File: src/hw/rtl/lcts_pkg.sv
// ----------------------------------------------------------------------------
// lcts_pkg: shared types and constants for the load-cell tare/scale core
// Field widths, codes, reset values and the serial divider control struct.
// ----------------------------------------------------------------------------
package lcts_pkg;

    localparam int SAMPLE_BITS    = 24;
    localparam int MAX_WINDOW_DEF = 64;
    localparam int CFG_W          = 7;
    localparam int WEIGHT_W       = 24;
    localparam int CCNT_W         = SAMPLE_BITS + 1;
    localparam int W_OUT_W        = 48;
    localparam int DIV_W          = W_OUT_W;
    localparam int STEP_W         = 6;

    localparam logic [CFG_W-1:0]    MEASURE_CNT_RST = 7'd10;
    localparam logic [CFG_W-1:0]    TARE_CNT_RST    = 7'd30;
    localparam logic [CFG_W-1:0]    CALIB_CNT_RST   = 7'd20;
    localparam logic [WEIGHT_W-1:0] CAL_WEIGHT_RST  = 24'd100;

    localparam logic [W_OUT_W-1:0] W_POS_MAX = {1'b0, {(W_OUT_W-1){1'b1}}};
    localparam logic [W_OUT_W-1:0] W_NEG_MIN = {1'b1, {(W_OUT_W-1){1'b0}}};

    typedef enum logic [1:0] {
        REG_MEASURE_COUNT = 2'd0,
        REG_TARE_COUNT    = 2'd1,
        REG_CALIB_COUNT   = 2'd2,
        REG_UNUSED        = 2'd3
    } reg_idx_t;

    typedef enum logic [1:0] {
        OP_SAMPLE = 2'd0,
        OP_TARE   = 2'd1,
        OP_CALIB  = 2'd2,
        OP_NONE   = 2'd3
    } op_t;

    typedef enum logic [1:0] {
        KIND_WEIGHT     = 2'd0,
        KIND_TARE_DONE  = 2'd1,
        KIND_CAL_DONE   = 2'd2,
        KIND_CAL_REJECT = 2'd3
    } kind_t;

    typedef enum logic [1:0] {
        MODE_MEASURE = 2'd0,
        MODE_TARE    = 2'd1,
        MODE_CALIB   = 2'd2
    } mode_t;

    typedef enum logic [2:0] {
        ST_IDLE,
        ST_AVG,
        ST_DIFF,
        ST_MUL,
        ST_WDIV,
        ST_EMIT
    } state_t;

    typedef struct packed {
        logic              start;
        logic [STEP_W-1:0] steps;
    } div_ctl_t;

endpackage

File: src/hw/rtl/lcts_sdiv.sv
// ----------------------------------------------------------------------------
// lcts_sdiv: bit-serial restoring divider
// Unsigned, one quotient bit per cycle. The dividend is left aligned so that
// the quotient ends up right aligned after the requested number of steps.
// ----------------------------------------------------------------------------
module lcts_sdiv
    import lcts_pkg::*;
(
    input  logic              aclk,
    input  logic              aresetn,
    input  div_ctl_t          ctl,
    input  logic [DIV_W-1:0]  dividend,
    input  logic [CCNT_W-1:0] divisor,
    output logic              done,
    output logic [DIV_W-1:0]  quotient
);

    logic              busy_reg, busy_next;
    logic              done_reg, done_next;
    logic [STEP_W-1:0] cnt_reg, cnt_next;
    logic [DIV_W-1:0]  shift_reg, shift_next;
    logic [CCNT_W-1:0] rem_reg, rem_next;
    logic [CCNT_W-1:0] dvs_reg, dvs_next;
    logic [CCNT_W+1:0] trial;

    always_comb begin
        trial      = {1'b0, rem_reg, shift_reg[DIV_W-1]} - {2'b00, dvs_reg};
        busy_next  = busy_reg;
        done_next  = 1'b0;
        cnt_next   = cnt_reg;
        shift_next = shift_reg;
        rem_next   = rem_reg;
        dvs_next   = dvs_reg;
        if (ctl.start) begin
            busy_next  = 1'b1;
            cnt_next   = ctl.steps;
            shift_next = dividend;
            rem_next   = '0;
            dvs_next   = divisor;
        end else if (busy_reg) begin
            // restore on borrow, otherwise keep the difference
            if (trial[CCNT_W+1]) begin
                rem_next = {rem_reg[CCNT_W-2:0], shift_reg[DIV_W-1]};
            end else begin
                rem_next = trial[CCNT_W-1:0];
            end
            shift_next = {shift_reg[DIV_W-2:0], ~trial[CCNT_W+1]};
            cnt_next   = cnt_reg - STEP_W'(1);
            if (cnt_reg == STEP_W'(1)) begin
                busy_next = 1'b0;
                done_next = 1'b1;
            end
        end
    end

    always_ff @(posedge aclk) begin
        if (!aresetn) begin
            busy_reg <= 1'b0;
            done_reg <= 1'b0;
            cnt_reg  <= '0;
        end else begin
            busy_reg <= busy_next;
            done_reg <= done_next;
            cnt_reg  <= cnt_next;
        end
    end

    always_ff @(posedge aclk) begin
        shift_reg <= shift_next;
        rem_reg   <= rem_next;
        dvs_reg   <= dvs_next;
    end

    assign done     = done_reg;
    assign quotient = shift_reg;

endmodule

File: src/hw/rtl/load_cell_tare_scale_core.sv
// A sample that does not close a window leaves the core idle, so items may follow back to back.
// A closing tare or calibration sample passes the serial divider (average) and the difference step;
// a closing measure sample passes the serial divider (average, then weight) and the serial
// multiplier before its result is emitted. Input waits until the result is in the output register.
// Reset (aresetn low, synchronous) restores counts 10/30/20, zero offset, unity direction,
// cal_counts 1, cal_weight 100, measure mode and an empty window.
// ----------------------------------------------------------------------------
// load_cell_tare_scale_core: load-cell averaging, tare and calibration
// Averages converter samples over a window and turns each measure window
// into a calibrated weight in centigrams; tare and calibrate commands
// capture offset and scale from their own windows.
// ----------------------------------------------------------------------------
module load_cell_tare_scale_core
    import lcts_pkg::*;
#(
    parameter int MAX_WINDOW = MAX_WINDOW_DEF
) (
    input  logic        aclk,
    input  logic        aresetn,
    // input beats
    input  logic        s_tvalid,
    output logic        s_tready,
    input  logic [47:0] s_tdata,   // [23:0] raw_word, [47:24] reference mass (centigrams)
    input  logic [2:0]  s_tuser,   // [1:0] op, [2] timed_out
    // result beats
    output logic        m_tvalid,
    input  logic        m_tready,
    output logic [71:0] m_tdata,   // [47:0] weight_cg, [71:48] offset_value
    output logic [2:0]  m_tuser,   // [1:0] kind, [2] saturated
    // configuration writes
    input  logic        cfg_valid,
    output logic        cfg_ready,
    input  logic [1:0]  cfg_index,
    input  logic [6:0]  cfg_data
);

    localparam int CNT_W     = $clog2(MAX_WINDOW + 1);
    localparam int SUM_W     = SAMPLE_BITS + $clog2(MAX_WINDOW);
    localparam int MUL_CNT_W = $clog2(WEIGHT_W + 1);
    localparam int MUL_HI_W  = CCNT_W + 1;

    function automatic logic [CNT_W-1:0] win_len(input logic [CFG_W-1:0] r);
        logic [CNT_W-1:0] len;
        if (r == '0) begin
            len = CNT_W'(1);
        end else if (32'(r) > MAX_WINDOW) begin
            len = CNT_W'(MAX_WINDOW);
        end else begin
            len = CNT_W'(r);
        end
        return len;
    endfunction

    // control and architectural state
    state_t               state_reg, state_next;
    mode_t                mode_reg, mode_next;
    logic [CFG_W-1:0]     meas_cnt_reg, meas_cnt_next;
    logic [CFG_W-1:0]     tare_cnt_reg, tare_cnt_next;
    logic [CFG_W-1:0]     calib_cnt_reg, calib_cnt_next;
    logic [CNT_W-1:0]     cnt_reg, cnt_next;
    logic signed [SUM_W-1:0]       sum_reg, sum_next;
    logic signed [SAMPLE_BITS-1:0] tare_reg, tare_next;
    logic                 sign_pos_reg, sign_pos_next;
    logic [CCNT_W-1:0]    cal_counts_reg, cal_counts_next;
    logic [WEIGHT_W-1:0]  cal_weight_reg, cal_weight_next;
    logic [WEIGHT_W-1:0]  pend_reg, pend_next;
    logic [MUL_CNT_W-1:0] mul_cnt_reg, mul_cnt_next;
    logic                 m_valid_reg, m_valid_next;

    // datapath
    logic                 avg_neg_reg, avg_neg_next;
    logic signed [SAMPLE_BITS-1:0] avg_reg, avg_next;
    logic [CCNT_W-1:0]    mcand_reg, mcand_next;
    logic [MUL_HI_W-1:0]  mul_hi_reg, mul_hi_next;
    logic [WEIGHT_W-1:0]  mul_lo_reg, mul_lo_next;
    logic                 w_neg_reg, w_neg_next;
    kind_t                res_kind_reg, res_kind_next;
    logic [W_OUT_W-1:0]   res_w_reg, res_w_next;
    logic                 res_sat_reg, res_sat_next;
    kind_t                m_kind_reg, m_kind_next;
    logic [W_OUT_W-1:0]   m_w_reg, m_w_next;
    logic [SAMPLE_BITS-1:0] m_ofs_reg, m_ofs_next;
    logic                 m_sat_reg, m_sat_next;

    // combinational helpers
    op_t                     in_op;
    logic [SAMPLE_BITS-1:0]  in_raw;
    logic                    in_timed_out;
    logic [WEIGHT_W-1:0]     in_weight;
    logic signed [SUM_W-1:0] sample_ext;
    logic signed [SUM_W-1:0] sum_acc;
    logic [SUM_W-1:0]        sum_mag;
    logic [CNT_W-1:0]        cnt_inc;
    logic [CNT_W-1:0]        cur_len;
    logic signed [CCNT_W-1:0] diff;
    logic [CCNT_W-1:0]       diff_mag;
    logic [MUL_HI_W-1:0]     mul_add;
    logic [SAMPLE_BITS-1:0]  avg_mag;

    div_ctl_t            div_ctl;
    logic [DIV_W-1:0]    div_dividend;
    logic [CCNT_W-1:0]   div_divisor;
    logic                div_done;
    logic [DIV_W-1:0]    div_q;

    lcts_sdiv u_sdiv (
        .aclk     (aclk),
        .aresetn  (aresetn),
        .ctl      (div_ctl),
        .dividend (div_dividend),
        .divisor  (div_divisor),
        .done     (div_done),
        .quotient (div_q)
    );

    assign in_op        = op_t'(s_tuser[1:0]);
    assign in_timed_out = s_tuser[2];
    assign in_raw       = s_tdata[23:0];
    assign in_weight    = s_tdata[47:24];

    assign s_tready  = (state_reg == ST_IDLE);
    assign cfg_ready = 1'b1;
    assign m_tvalid  = m_valid_reg;
    assign m_tdata   = {m_ofs_reg, m_w_reg};
    assign m_tuser   = {m_sat_reg, m_kind_reg};

    // configuration registers
    always_comb begin
        meas_cnt_next  = meas_cnt_reg;
        tare_cnt_next  = tare_cnt_reg;
        calib_cnt_next = calib_cnt_reg;
        if (cfg_valid) begin
            unique case (reg_idx_t'(cfg_index))
                REG_MEASURE_COUNT: meas_cnt_next  = cfg_data;
                REG_TARE_COUNT:    tare_cnt_next  = cfg_data;
                REG_CALIB_COUNT:   calib_cnt_next = cfg_data;
                REG_UNUSED:        ;
            endcase
        end
    end

    always_comb begin
        sample_ext = in_timed_out ? '0 : SUM_W'($signed(in_raw));
        sum_acc    = sum_reg + sample_ext;
        sum_mag    = sum_acc[SUM_W-1] ? -sum_acc : sum_acc;
        cnt_inc    = cnt_reg + CNT_W'(1);
        cur_len    = win_len(mode_reg == MODE_TARE  ? tare_cnt_reg :
                             mode_reg == MODE_CALIB ? calib_cnt_reg : meas_cnt_reg);
        diff       = CCNT_W'(avg_reg) - CCNT_W'(tare_reg);
        diff_mag   = diff[CCNT_W-1] ? -diff : diff;
        mul_add    = mul_hi_reg + (mul_lo_reg[0] ? {1'b0, mcand_reg} : '0);
        avg_mag    = div_q[SAMPLE_BITS-1:0];

        state_next      = state_reg;
        mode_next       = mode_reg;
        cnt_next        = cnt_reg;
        sum_next        = sum_reg;
        tare_next       = tare_reg;
        sign_pos_next   = sign_pos_reg;
        cal_counts_next = cal_counts_reg;
        cal_weight_next = cal_weight_reg;
        pend_next       = pend_reg;
        mul_cnt_next    = mul_cnt_reg;
        avg_neg_next    = avg_neg_reg;
        avg_next        = avg_reg;
        mcand_next      = mcand_reg;
        mul_hi_next     = mul_hi_reg;
        mul_lo_next     = mul_lo_reg;
        w_neg_next      = w_neg_reg;
        res_kind_next   = res_kind_reg;
        res_w_next      = res_w_reg;
        res_sat_next    = res_sat_reg;
        m_valid_next    = m_valid_reg && !m_tready;
        m_kind_next     = m_kind_reg;
        m_w_next        = m_w_reg;
        m_ofs_next      = m_ofs_reg;
        m_sat_next      = m_sat_reg;
        div_ctl         = '0;
        div_dividend    = '0;
        div_divisor     = '0;

        unique case (state_reg)
            ST_IDLE: begin
                if (s_tvalid) begin
                    unique case (in_op)
                        OP_SAMPLE: begin
                            if (cnt_inc < cur_len) begin
                                cnt_next = cnt_inc;
                                sum_next = sum_acc;
                            end else begin
                                // window closes: divide the magnitude, keep the sign
                                cnt_next      = '0;
                                sum_next      = '0;
                                avg_neg_next  = sum_acc[SUM_W-1];
                                div_ctl.start = 1'b1;
                                div_ctl.steps = STEP_W'(SUM_W);
                                div_dividend  = DIV_W'(sum_mag) << (DIV_W - SUM_W);
                                div_divisor   = CCNT_W'(cnt_inc);
                                state_next    = ST_AVG;
                            end
                        end
                        OP_TARE: begin
                            cnt_next  = '0;
                            sum_next  = '0;
                            mode_next = MODE_TARE;
                        end
                        OP_CALIB: begin
                            cnt_next  = '0;
                            sum_next  = '0;
                            pend_next = in_weight;
                            if (in_weight == '0) begin
                                mode_next     = MODE_MEASURE;
                                res_kind_next = KIND_CAL_REJECT;
                                res_w_next    = '0;
                                res_sat_next  = 1'b0;
                                state_next    = ST_EMIT;
                            end else begin
                                mode_next = MODE_CALIB;
                            end
                        end
                        OP_NONE: ;
                    endcase
                end
            end
            ST_AVG: begin
                if (div_done) begin
                    avg_next   = avg_neg_reg ? -avg_mag : avg_mag;
                    state_next = ST_DIFF;
                end
            end
            ST_DIFF: begin
                res_w_next   = '0;
                res_sat_next = 1'b0;
                unique case (mode_reg)
                    MODE_TARE: begin
                        tare_next     = avg_reg;
                        mode_next     = MODE_MEASURE;
                        res_kind_next = KIND_TARE_DONE;
                        state_next    = ST_EMIT;
                    end
                    MODE_CALIB: begin
                        mode_next  = MODE_MEASURE;
                        state_next = ST_EMIT;
                        if (diff == '0) begin
                            res_kind_next = KIND_CAL_REJECT;
                        end else begin
                            sign_pos_next   = !diff[CCNT_W-1];
                            cal_counts_next = diff_mag;
                            cal_weight_next = pend_reg;
                            res_kind_next   = KIND_CAL_DONE;
                        end
                    end
                    MODE_MEASURE: begin
                        mcand_next    = diff_mag;
                        mul_hi_next   = '0;
                        mul_lo_next   = cal_weight_reg;
                        mul_cnt_next  = MUL_CNT_W'(WEIGHT_W);
                        w_neg_next    = diff[CCNT_W-1] ^ !sign_pos_reg;
                        res_kind_next = KIND_WEIGHT;
                        state_next    = ST_MUL;
                    end
                    default: state_next = ST_IDLE;
                endcase
            end
            ST_MUL: begin
                if (mul_cnt_reg == '0) begin
                    div_ctl.start = 1'b1;
                    div_ctl.steps = STEP_W'(DIV_W);
                    div_dividend  = {mul_hi_reg[W_OUT_W-WEIGHT_W-1:0], mul_lo_reg};
                    div_divisor   = cal_counts_reg;
                    state_next    = ST_WDIV;
                end else begin
                    // add on the low multiplier bit, then shift the pair right
                    mul_hi_next  = mul_add >> 1;
                    mul_lo_next  = {mul_add[0], mul_lo_reg[WEIGHT_W-1:1]};
                    mul_cnt_next = mul_cnt_reg - MUL_CNT_W'(1);
                end
            end
            ST_WDIV: begin
                if (div_done) begin
                    state_next = ST_EMIT;
                    if (w_neg_reg) begin
                        if (div_q[W_OUT_W-1] && (div_q[W_OUT_W-2:0] != '0)) begin
                            res_w_next   = W_NEG_MIN;
                            res_sat_next = 1'b1;
                        end else begin
                            res_w_next   = -div_q;
                            res_sat_next = 1'b0;
                        end
                    end else if (div_q[W_OUT_W-1]) begin
                        res_w_next   = W_POS_MAX;
                        res_sat_next = 1'b1;
                    end else begin
                        res_w_next   = div_q;
                        res_sat_next = 1'b0;
                    end
                end
            end
            ST_EMIT: begin
                // hold until the output register is free
                if (!m_valid_reg || m_tready) begin
                    m_valid_next = 1'b1;
                    m_kind_next  = res_kind_reg;
                    m_w_next     = res_w_reg;
                    m_ofs_next   = tare_reg;
                    m_sat_next   = res_sat_reg;
                    state_next   = ST_IDLE;
                end
            end
            default: state_next = ST_IDLE;
        endcase
    end

    always_ff @(posedge aclk) begin
        if (!aresetn) begin
            state_reg      <= ST_IDLE;
            mode_reg       <= MODE_MEASURE;
            meas_cnt_reg   <= MEASURE_CNT_RST;
            tare_cnt_reg   <= TARE_CNT_RST;
            calib_cnt_reg  <= CALIB_CNT_RST;
            cnt_reg        <= '0;
            sum_reg        <= '0;
            tare_reg       <= '0;
            sign_pos_reg   <= 1'b1;
            cal_counts_reg <= CCNT_W'(1);
            cal_weight_reg <= CAL_WEIGHT_RST;
            pend_reg       <= '0;
            mul_cnt_reg    <= '0;
            m_valid_reg    <= 1'b0;
        end else begin
            state_reg      <= state_next;
            mode_reg       <= mode_next;
            meas_cnt_reg   <= meas_cnt_next;
            tare_cnt_reg   <= tare_cnt_next;
            calib_cnt_reg  <= calib_cnt_next;
            cnt_reg        <= cnt_next;
            sum_reg        <= sum_next;
            tare_reg       <= tare_next;
            sign_pos_reg   <= sign_pos_next;
            cal_counts_reg <= cal_counts_next;
            cal_weight_reg <= cal_weight_next;
            pend_reg       <= pend_next;
            mul_cnt_reg    <= mul_cnt_next;
            m_valid_reg    <= m_valid_next;
        end
    end

    always_ff @(posedge aclk) begin
        avg_neg_reg  <= avg_neg_next;
        avg_reg      <= avg_next;
        mcand_reg    <= mcand_next;
        mul_hi_reg   <= mul_hi_next;
        mul_lo_reg   <= mul_lo_next;
        w_neg_reg    <= w_neg_next;
        res_kind_reg <= res_kind_next;
        res_w_reg    <= res_w_next;
        res_sat_reg  <= res_sat_next;
        m_kind_reg   <= m_kind_next;
        m_w_reg      <= m_w_next;
        m_ofs_reg    <= m_ofs_next;
        m_sat_reg    <= m_sat_next;
    end

`ifndef NO_ASSERTIONS
    a_div_done_state: assert property (@(posedge aclk) disable iff (!aresetn)
        div_done |-> (state_reg == ST_AVG || state_reg == ST_WDIV))
        else $error("divider finished outside a divide state");

    a_cal_counts_nonzero: assert property (@(posedge aclk) disable iff (!aresetn)
        cal_counts_reg != '0)
        else $error("calibration counts reached zero");

    a_window_bound: assert property (@(posedge aclk) disable iff (!aresetn)
        32'(cnt_reg) < MAX_WINDOW)
        else $error("window count ran past its length");

    a_sat_extreme: assert property (@(posedge aclk) disable iff (!aresetn)
        (m_valid_reg && m_sat_reg) |-> (m_w_reg == W_POS_MAX || m_w_reg == W_NEG_MIN))
        else $error("saturated weight not at a range limit");
`endif

endmodule
File: config.mk
export PLATFORM = sky130hd
export DESIGN_NAME = load_cell_tare_scale_core
export DESIGN_NICKNAME = d
export VERILOG_FILES = /design/src/hw/rtl/lcts_pkg.sv /design/src/hw/rtl/lcts_sdiv.sv /design/src/hw/rtl/load_cell_tare_scale_core.sv
export SDC_FILE = /design/constraint.sdc
export NUM_CORES = 1
export LEC_CHECK = 0
export ABC_AREA = 1
export BUFFER_PORTS_ARGS = -buffer_cell sky130_fd_sc_hd__buf_2
export CAP_MARGIN = 20
export CORE_ASPECT_RATIO = 1.25
export CORE_MARGIN = 1
export CORE_UTILIZATION = 35
export DETAILED_ROUTE_END_ITERATION = 16
export GPL_TIMING_DRIVEN = 1
export PLACE_DENSITY = 0.62
export SYNTH_ARGS = -nofsm -noshare
export SYNTH_HDL_FRONTEND = slang
export SYNTH_HIERARCHICAL = 1
export SYNTH_SLANG_ARGS = --single-unit
File: constraint.sdc
create_clock -name aclk -period 6.6 [get_ports aclk]
set_input_delay 1.32 -clock aclk [delete_from_list [all_inputs] [get_ports aclk]]
set_output_delay 1.32 -clock aclk [all_outputs]
set_load 0.05 [all_outputs]
== Word level (Yosys, flattened, before mapping) ==
Cells that the tools add are included.

* Register bits: 500
* Input bits: 65
* Output and inout port bits: 78
* Logic and storage cells: 204

* Add/subtract/negate cells: 11
* $lt $le $gt $ge: 2
* Equal/unequal tests: 27
* Muxes and demuxes: 85
* Bitwise logic cells: 6
* Reduce and logical (&&, ||, !) cells: 40

{| class="wikitable"
|+ Operators by type and width
! operator !! count
|-
| 48-bit two-way mux || 12
|-
| 48-bit case mux with 3 select lines || 1
|-
| 25-bit two-way mux || 4
|-
| 48-bit case mux with 2 select lines || 1
|-
| 30-bit two-way mux || 3
|-
| 7-bit two-way mux || 12
|-
| 24-bit two-way mux || 3
|-
| 30-bit case mux with 2 select lines || 1
|-
| 26-bit two-way mux || 2
|-
| 26-bit case mux with 2 select lines || 1
|-
| 25-bit case mux with 2 select lines || 1
|-
| 48-bit negator || 1
|-
| 24-bit case mux with 2 select lines || 1
|-
| 47-bit two-way mux || 1
|-
| 47-bit nonzero test || 1
|-
| 30-bit adder || 1
|-
| 30-bit negator || 1
|-
| 7-bit case mux with 2 select lines || 2
|-
| 26-bit by 25-bit subtractor with 27-bit output || 1
|-
| 26-bit by 25-bit adder with 26-bit output || 1
|-
| 25-bit zero test || 1
|-
| 25-bit negator || 1
|-
| 24-bit by 24-bit subtractor with 25-bit output || 1
|-
| 24-bit zero test || 1
|-
| other kinds (46) || 116
|}

== Logic depth before layout (Yosys ltp) ==
* Depth in word-level cells: 12
* Depth in mapped cells: 32
* Gate-level depth less buffers: 28

== By module ==
The synthesis kept the hierarchy.

{| class="wikitable"
|+ By module, submodules not included
! module !! times used !! cells each !! area each (um^2) !! sequential area each (um^2)
|-
| load_cell_tare_scale_core || 1 || 3404 || 24308.3 || 10129.7
|-
| lcts_sdiv || 1 || 891 || 6512.5 || 2852.7
|}

== Worst setup path before layout ==
Ideal clock, no wire load.

* Path kind: input to register
* From: input s_tdata[24]
* To: register res_sat_reg, enable pin
* Arrival time: 5.713 ns
* Path slack: 0.361 ns
* Stages on the path: 5
* Path buffers: 0
* Cells stage by stage: nor4_1 nand2_1 or3_1 nand2_1 nor3b_1

* Word-level cells in the longest chain between the ends: 3

{| class="wikitable"
|+ Ends and longest elaborated chain
! element !! RTL line !! RTL
|-
| start: declaration || load_cell_tare_scale_core.sv:23 || <nowiki>input logic [47:0] s_tdata,</nowiki>
|-
| 24-bit zero test || load_cell_tare_scale_core.sv:211 || <nowiki>if (in_weight == '0) begin</nowiki>
|-
| 2-bit by 1-bit != test with 1-bit output (no source line) || -- ||
|-
| 5-bit AND reduction (no source line) || -- ||
|-
| end signal: assignment || load_cell_tare_scale_core.sv:357 || <nowiki>res_sat_reg <= res_sat_next;</nowiki>
|-
| end: declaration || load_cell_tare_scale_core.sv:79 || <nowiki>logic res_sat_reg, res_sat_next;</nowiki>
|}

Every way passes these cells.
A chain may end at the register's enable or synchronous reset.

== Worst setup path after layout ==
* From: register mode_reg[0]
* To: register u_sdiv.shift_reg[25] (netlist: u_sdiv/quotient[25]) (data pin)

* Word-level cells in the longest chain between the ends: 12
* Elaborated cells between the ends (all ways): 18
* Classes of those cells: order compare: 2; eq/ne: 2; mux: 13; reduce/logical: 1

{| class="wikitable"
|+ Ends and longest elaborated chain
! element !! RTL line !! RTL
|-
| start: declaration || load_cell_tare_scale_core.sv:56 || <nowiki>mode_t mode_reg, mode_next;</nowiki>
|-
| start signal: assignment || load_cell_tare_scale_core.sv:332 || <nowiki>mode_reg <= mode_next;</nowiki>
|-
| 2-bit equality test || load_cell_tare_scale_core.sv:148 || <nowiki>mode_reg == MODE_CALIB ? calib_cnt_reg : meas_cnt_reg);</nowiki>
|-
| 7-bit two-way mux || load_cell_tare_scale_core.sv:148 ||
|-
| 7-bit two-way mux * || load_cell_tare_scale_core.sv:147 || <nowiki>cur_len = win_len(mode_reg == MODE_TARE ? tare_cnt_reg :</nowiki>
|-
| 7-bit greater-than comparator || load_cell_tare_scale_core.sv:46 || <nowiki>end else if (32'(r) > MAX_WINDOW) begin</nowiki>
|-
| 7-bit two-way mux || load_cell_tare_scale_core.sv:46 ||
|-
| 7-bit two-way mux * || load_cell_tare_scale_core.sv:44 || <nowiki>if (r == '0) begin</nowiki>
|-
| 7-bit < comparator * || load_cell_tare_scale_core.sv:187 || <nowiki>if (cnt_inc < cur_len) begin</nowiki>
|-
| 48-bit two-way mux * || load_cell_tare_scale_core.sv:187 ||
|-
| 48-bit two-way mux * || load_cell_tare_scale_core.sv:185 || <nowiki>unique case (in_op)</nowiki>
|-
| 48-bit two-way mux * || load_cell_tare_scale_core.sv:184 || <nowiki>if (s_tvalid) begin</nowiki>
|-
| 48-bit case mux with 2 select lines * || load_cell_tare_scale_core.sv:182 || <nowiki>unique case (state_reg)</nowiki>
|-
| named net div_dividend[25] || load_cell_tare_scale_core.sv:101 || <nowiki>logic [DIV_W-1:0] div_dividend;</nowiki>
|-
| 48-bit two-way mux * || lcts_sdiv.sv:34 || <nowiki>if (ctl.start) begin</nowiki>
|-
| named net u_sdiv.shift_next[25] || lcts_sdiv.sv:21 || <nowiki>logic [DIV_W-1:0] shift_reg, shift_next;</nowiki>
|-
| end signal: assignment || lcts_sdiv.sv:69 || <nowiki>shift_reg <= shift_next;</nowiki>
|-
| end: declaration || lcts_sdiv.sv:21 ||
|}

Mark *: on every way through the listed nets, which the timed path passes. The rest lies on a longest branch.

==> flow_metrics.tcl <==
set metrics [dict create \
    cellPowerDensity_nw_per_um2 249 \
    place_congestion 0.966 \
    use_met3_pct 2.21 \
    start_kind "flip-flop" \
    clock_latency_ns 0.63 \
    ctsRootBufferMaster "clkbuf_16" \
    synth_top_area_share_pct 29.1 \
    rsz0062_at_grt "false" \
    post_cts_buffers 0 \
    worst_slew_pin_slew_ns 1.07 \
    n_fill_cell 9241 \
    area_growth_pct 11.8 \
    setup_slack_ns 1.51 \
    die_height_um 334 \
    clock.fmax_ghz 0.196 \
    multi_input_area_um2 14800 \
    ant_nets 0 \
    fin_crit_ns 5.10 \
    grt_max_degree 80 \
    die_x_um 267 \
    cts.sinks 499 \
    top_usage_layer "met2" \
    drt_pass1_iterations 6 \
    post_cts_resized 0 \
    grt_pass1_vias 26119 \
    fin_skew_ns 0.0258 \
    globalRouteTotalUtil_pct 21.3 \
    drv_slew 0 \
    seqCellArea_um2 13000 \
    relSlewSlack_pct 27.1 \
    synthesis.nets 4489 \
    syn_inst 4295 \
    cp_slowest_cell "inv_1" \
    htree_num_levels 2 \
    hpwl_um 73000 \
    cp-startpoint "mode_reg[0]$_SDFFE_PN0P_" \
    cts_tree "built" \
    path_buf_inv 3 \
    drtIter0Drc 2260 \
    port_buffers 141 \
    crit_path_end_kind "flip-flop" \
    yosysSeqAreaShare_pct 42.1 \
    ys_warn_count 6 \
    status "finished clean" \
    synth-seq-cells 499 \
    routed_via_density 4.95 \
    maxCapViolations 0 \
    postRouteWirelength_um 95900 \
    power.leakage_uw 0.0159 \
    clockBufferDepth 3 \
    period_share_pct 77.2 \
    syn_area_um2 30800 \
    drive_above_1_share_pct 8.12 \
    vias 27747 \
    netlist_top_cells_area "edfxtp_1 29%, nand2_1 17%, dfxtp_1 13%" \
    synth_edf_count 299 \
    met2_usage_pct 37.6 \
    async_flop_share_pct 0 \
    vdd_drop_max_uv 189 \
    antenna_found_initial 0 \
    worstSetupPathType "reg -> reg" \
    grt_pass1_wl_um 148000 \
    cp_top_family "simple AND/OR/NAND/NOR gates" \
    grt_overflow 0 \
    tns_ns 0 \
    holdBufCountCts 0 \
    finalSetupViolCount 0 \
    initial_core_util_pct 35.3 \
    coreArea_um2 87200 \
    numCtsBuffers 53 \
    final_common_cell "nand2_1" \
    cp_max_fo 23 \
    cp.required_ns 6.99 \
    min_from "res_w_reg[2]$_SDFFCE_PN0P_" \
    worstPathCellList "inv_1 > ha_1 > inv_2 > nand2_1 > nand3_1 > o21ai_1 > nand2_1 > nor3_1 > nand2_1 > nand2_1 > nand2_1 > ha_1 > a21oi_1 > nor2_1 > a211oi_1 > nand2_2 > nand2_1 > inv_1 > nand3_1 > o21ai_0 > nand2_1 > nand2_1" \
    io-pin-count 143 \
    hold_viol_final 0 \
    drc 0 \
    critPathMostFrequentCell "nand2_1" \
    ys.flop_type "edfxtp_1" \
    r2r-start "mode_reg[0]$_SDFFE_PN0P_" \
    dieArea_um2 89300 \
    finalNetCount 4584 \
    fp-row-count 121 \
    ys_types 59 \
    min_path_type "reg -> reg" \
    wl_per_cell_um 17.1 \
    syn_area_per_cell_um2 7.18 \
    mostFrequentLayoutCells "1371 x nand2_1, 618 x inv_1, 385 x nor2_1" \
    clk_pin_slew_ns 0.07 \
    yosysTopAreaCell "edfxtp_1" \
    antenna_cells 0 \
    grt_util_met1_pct 25.9 \
    critical_path_arrival_ns 5.48 \
    critical_path.max_stage_delay_ns 0.70 \
    dp_slack_ns 1.36 \
]
==> final timing paths <==
path / endpoint / slack (ns) / cells past startpoint
max: u_sdiv/quotient[25]$_DFFE_PP_ / 1.51 / 22
min: m_w_reg[2]$_DFFE_PP_ / 0.42 / 0
max reg2reg: u_sdiv/quotient[25]$_DFFE_PP_ / 1.51 / 22
min reg2reg: m_w_reg[2]$_DFFE_PP_ / 0.42 / 0
==> logic make-up after synthesis <==
family,after synthesis,share of synthesized area (%)
and+or+nand+nor,2281,31.3
other,2,0.0244
AOI/OAI and AO/OA,543,9.27
adders and majority gates,129,5.33
buffers and inverters,769,9.87
DFF,499,42.1
xor gates and xnor gates,72,2.05
==> per-stage QoR <==
step           utilization [%]  total power (µW)  instances  area (µm²)  hold WS (ns)
6_report                  39.5              8590       5603       34500         0.420
4_1_cts                   39.5              8660       5601       34400         0.417
2_1_floorplan                -              4970       4295       30800         0.400
3_3_place_gp              37.4              5450       5501       32600         0.405
5_1_grt                   39.5              8980       5603       34500         0.427
3_5_place_dp              37.4              5460       5501       32600         0.407
==> layer usage <==
metal,vias to the layer above,wire length (µm)
met5,-,0
met3,168,4350
met4,0,4550
met1,12752,39800
li1,13997,-
met2,830,47100
==> layout make-up <==
class / count / share of cell area [%]
clock buffers: 66 / 4.35
flip-flops and latches: 499 / 37.7
well taps: 1168 / 4.24
repair buffers: 168 / 2.74
clock inverters: 34 / 0.973
multi-input cells: 3027 / 43.0
inverters: 641 / 6.98
==> report_power, final <==
part,switching (µW),total (µW),internal [µW]
clock network,1360,3180,1820
registers,146,3760,3610
logic,1200,1650,450
total,2700,8590,5880
==> Yosys cell counts, types with 6 or more instances <==
library cell     n
o21ai_1          6
nor3_1          40
dfxtp_1        200
nand2_2         21
o21ai_0        230
xnor2_1         20
nor2_2          20
nor4_1          15
inv_2           17
nand4_1         44
inv_1          620
nand3_1        289
o22ai_1          7
a31oi_1         10
clkbuf_1        92
edfxtp_1       299
a21oi_1        255
buf_6           15
o21bai_1         7
ha_1           125
nand2_1       1372
or2_2            7
xor2_1          52
buf_2           14
nand3_2         14
nor2_1         390
nand3b_1        42
No activity file was read; power rests on OpenSTA's default activity.
